$ cat src/rtl/dis_mem.sv
// Interval memory: one write port, one registered read port, each entry is {start, end}.
// Depends on nothing but its parameters.
`timescale 1ns / 1ps
module dis_mem #(
    parameter int Depth = 64,
    parameter int AW    = 6
) (
    input  logic              i_clk,
    input  logic              i_we,
    input  logic [AW-1:0]     i_waddr,
    input  logic [63:0]       i_wdata,
    input  logic [AW-1:0]     i_raddr,
    output logic [63:0]       o_rdata
);
    logic [63:0] r_mem [Depth];

    always_ff @(posedge i_clk) begin
        if (i_we) begin
            r_mem[i_waddr] <= i_wdata;
        end
        o_rdata <= r_mem[i_raddr];
    end
endmodule

$ cat config.mk
export PLATFORM = sky130hd
export DESIGN_NAME = dis_mem
export DESIGN_NICKNAME = d
export VERILOG_FILES = /design/src/rtl/dis_mem.sv
export SDC_FILE = /design/constraint.sdc
export NUM_CORES = 2
export LEC_CHECK = 0
export ABC_CLOCK_PERIOD_IN_PS = 7500
export BUFFER_PORTS_ARGS = -buffer_cell sky130_fd_sc_hd__buf_4
export CAP_MARGIN = 20
export CORE_MARGIN = 5
export CORE_UTILIZATION = 55
export CTS_CLUSTER_SIZE = 8
export DETAILED_ROUTE_END_ITERATION = 10
export PLACE_DENSITY = 0.76
export SLEW_MARGIN = 20
export SYNTH_ARGS = -nofsm -noshare
export SYNTH_HDL_FRONTEND = slang
export SYNTH_SLANG_ARGS = --single-unit
$ cat constraint.sdc
create_clock -name i_clk -period 7.5 [get_ports i_clk]
set_clock_uncertainty 0.05 [all_clocks]
set_input_delay 0.75 -clock i_clk [delete_from_list [all_inputs] [get_ports i_clk]]
set_output_delay 0.75 -clock i_clk [all_outputs]
set_load 0.02 [all_outputs]
==> summary.txt <==
Routing
  • Post-Route WL: roughly 450,000 µm
  • ANT nets after route: 0
  • Routed vias: a little over 80,000
  • Via/cell ratio: roughly 7.2
  • DRC: 0
  • DR pass1 iterations: 6
  • Initial DRC count: 12,905
  • Wire length per cell: 39.7 µm

Clock tree
  • Worst-path clk slew: about 0.050 ns
  • Clk sinks: ~4,200
  • CTS Buffer Depth: 4
  • Clk Latency, worst-skew pair: about 0.95 ns
  • Setup bufs post-CTS: 0
  • Resize count post-CTS: 0
  • Hold buffers post-CTS: 0
  • Inserted Clock Buffers: 594
  • CTS tree: done
  • CTS H-tree lvls: 6
  • CTS root buffer: clkbuf_16

STA
  • Hold Violations, Final: 0
  • Fin. max-slew vios: 0
  • Slew headroom: between 10% and 20%
  • Total negative slack: 0 ns
  • PnR worst setup slack: 3.97 ns
  • Crit path time final: between 3 and 4 ns
  • Minimum hold slack: 0.279 ns
  • Unrepaired setup endpoints after global routing: no
  • Setup Viol. Count Final: 0
  • Worst-margin pin slew: between 1 and 1.5 ns
  • FMAX: between 200 and 300 MHz
  • Fin crit share: a little under half

Critical path
  • Startpoint types: primary input
  • Crit-path max FO: slightly below 60
  • CP endpoint kind: register
  • Kind of critical path: in -> reg
  • WP data required: about 8 ns
  • Worst EP arrival: approximately 4.2 ns

Die
  • Initial Util: 55.3%
  • Core Rows: 195
  • Core area: approximately 0.28 mm²
  • I/O pin cnt: between 100 and 150
  • Die area: a little under 0.3 mm²
  • Die Wd: approximately 540 µm
  • Height of the die: roughly 540 µm

Synth
  • Synth Register Bits: around 4,200
  • Post-synth top area share: between 70% and 80%
  • Synth Area in Adders: 0%
  • Synth area leader: edfxtp_1
  • Syn_nets: around 6,700
  • Synth top area cells: edfxtp_1 79%, mux4_2 15%, mux2i_1 0.86%
  • Largest family of logic cells by synthesized area: multiplexers
  • Yosys warnings: 0
  • Seq/Total Area, Yosys: 79.5%
  • Yosys cell types: 33
  • Multiplexer share of the synthesized area: 15.6%
  • Synth Area in Compound Gates: roughly 2.5%
  • Post-Synthesis Cells: roughly 6,600
  • Synth Area in XOR/XNOR: 0%
  • Simple-gate share of the synthesized area: 1.24%
  • Synth Area per Inst: roughly 24 µm²
  • Area of the mapped netlist: approximately 0.16 mm²

Global routing
  • Largest net degree at the start of global routing: between 100 and 150
  • Tot GR Track Use: just over 30%
  • Total grt overflow: 0
  • Vias in the first global route: around 83,000
  • Global-route wire length before repair: between 600,000 and 700,000 µm
  • Initial antenna violation count: 17

Placed design
  • Final HPWL DP: 217,000 µm
  • Post-placement cell count: ~10,000
  • Placed instance area: between 0.15 and 0.2 mm²
  • Input/output buffers: around 140
  • Worst slack at placement: between 3 and 4 ns
  • GP Congestion: between 0.8 and 0.9

Final layout
  • Area delta synth->final: 14.9%
  • Final nets: roughly 7,200
  • Finished Core Util: a little under two thirds
  • Post-route cell area: between 0.15 and 0.2 mm²
  • Fin cells: about 11,000
  • Share of cells above drive strength 1: approximately 28%

Worst hold path
  • Hold crit path type: in -> reg

Pwr
  • Lkg Pwr: 56.5 nW
  • Worst VDD drop: about 330 µV
  • Pwr Total: ~53 mW
  • Pwr Density: around 300 mW/mm²

Flow run
  • Max_cap viols: 0

Outcome
  • Status: finished clean
[synth_stat cells]
| library cell | n |
|---|---|
| nand2b_1 | 11 |
| a22o_1 | 88 |
| nor2b_1 | 28 |
| nand2_1 | 58 |
| a211oi_1 | 63 |
| o22ai_1 | 83 |
| a31oi_1 | 18 |
| mux4_2 | 1024 |
| buf_2 | 170 |
| or2_2 | 28 |
| or3_1 | 29 |
| or3b_2 | 1 |
| buf_4 | 34 |
| and3_1 | 64 |
| dfxtp_1 | 64 |
| edfxtp_1 | 4096 |
| a31o_1 | 1 |
| nor3_1 | 2 |
| a22oi_1 | 168 |
| and2_1 | 3 |
| clkbuf_1 | 140 |
| a41oi_1 | 26 |
| nand3b_1 | 2 |
| inv_1 | 19 |
| nand4_1 | 2 |
| mux2i_1 | 135 |
| nand4b_1 | 1 |
| nor2_1 | 112 |
| nand3_1 | 45 |
| a2bb2oi_1 | 19 |
| buf_6 | 6 |
| o221ai_1 | 38 |
| buf_1 | 20 |
[kinds of logic (layout without fill, tap and decap cells)]
kind of cell,count (synthesis),after routing
flops,4160,4160
simple gates,386,386
buf+inv,389,1268
mux,1159,1159
compound gates,504,504
other cells,0,15
[cell type report]
cell class                      instances  area (µm²)
Sequential cell                      4160      124000
Fill cell                           17202      103000
Multi-Input combinational cell       2049       30800
Clock buffer                          875       16200
Tap cell                             3743        4680
Timing Repair Buffer                  335        2990
Clock inverter                         39         636
Inverter                               19        71.3
Antenna cell                           15        37.5
[where the power goes]
part	switching, mW	internal [mW]
clock network	9.72	14.8
registers	0.146	25.8
logic	1.45	0.829
total	11.3	41.4
[state kept, by name, indices dropped and copies added (netlist names)]
register,cells
r_mem,4096
o_rdata,64
[worst paths after layout]
check / start / end / slack, ns / cells past startpoint
max: i_raddr[2] / o_rdata[33] / 3.97 / 6
min: i_wdata[52] / r_mem[21][52] / 0.28 / 1
max reg2reg: r_mem[42][51] / o_rdata[51] / 5.24 / 5
min reg2reg: r_mem[38][42] / o_rdata[42] / 0.80 / 4
[cell usage in the layout, fill, tap and decap left out, drive strengths merged]
cell type  netlist  routed
clkbuf         140     875
nand2b          11      11
edfxtp        4096    4096
o22ai           83      83
nand2           58      58
nor2b           28      28
nand4            2       2
diode            0      15
o221ai          38      38
nor3             2       2
a31oi           18      18
a211oi          63      63
a41oi           26      26
mux4          1024    1024
dfxtp           64      64
or3             29      29
and2             3       3
inv             19      45
nand4b           1       1
a22o            88      88
or2             28      28
or3b             1       1
a31o             1       1
nand3           45      45
nand3b           2       2
nor2           112     112
and3            64      64
a22oi          168     168
buf            230     335
a2bb2oi         19      19
mux2i          135     135
clkinv           0      13
[worst max-delay path: stages]
cell      delay (ns)
buf_8           0.48
and2_4          0.88
buf_4           0.84
a22oi_1         0.24
and3_1          0.26
a211oi_1        0.57
[metal layers]
layer | track usage, % | routed length, µm | vias up
met5 | 0 | 82 | -
met4 | 16.4 | 28400 | 8
met3 | 7.40 | 55800 | 1502
met2 | 47.7 | 216000 | 7438
met1 | 39.2 | 146000 | 41938
li1 | - | - | 29600
(Power assumes the default switching activity.)
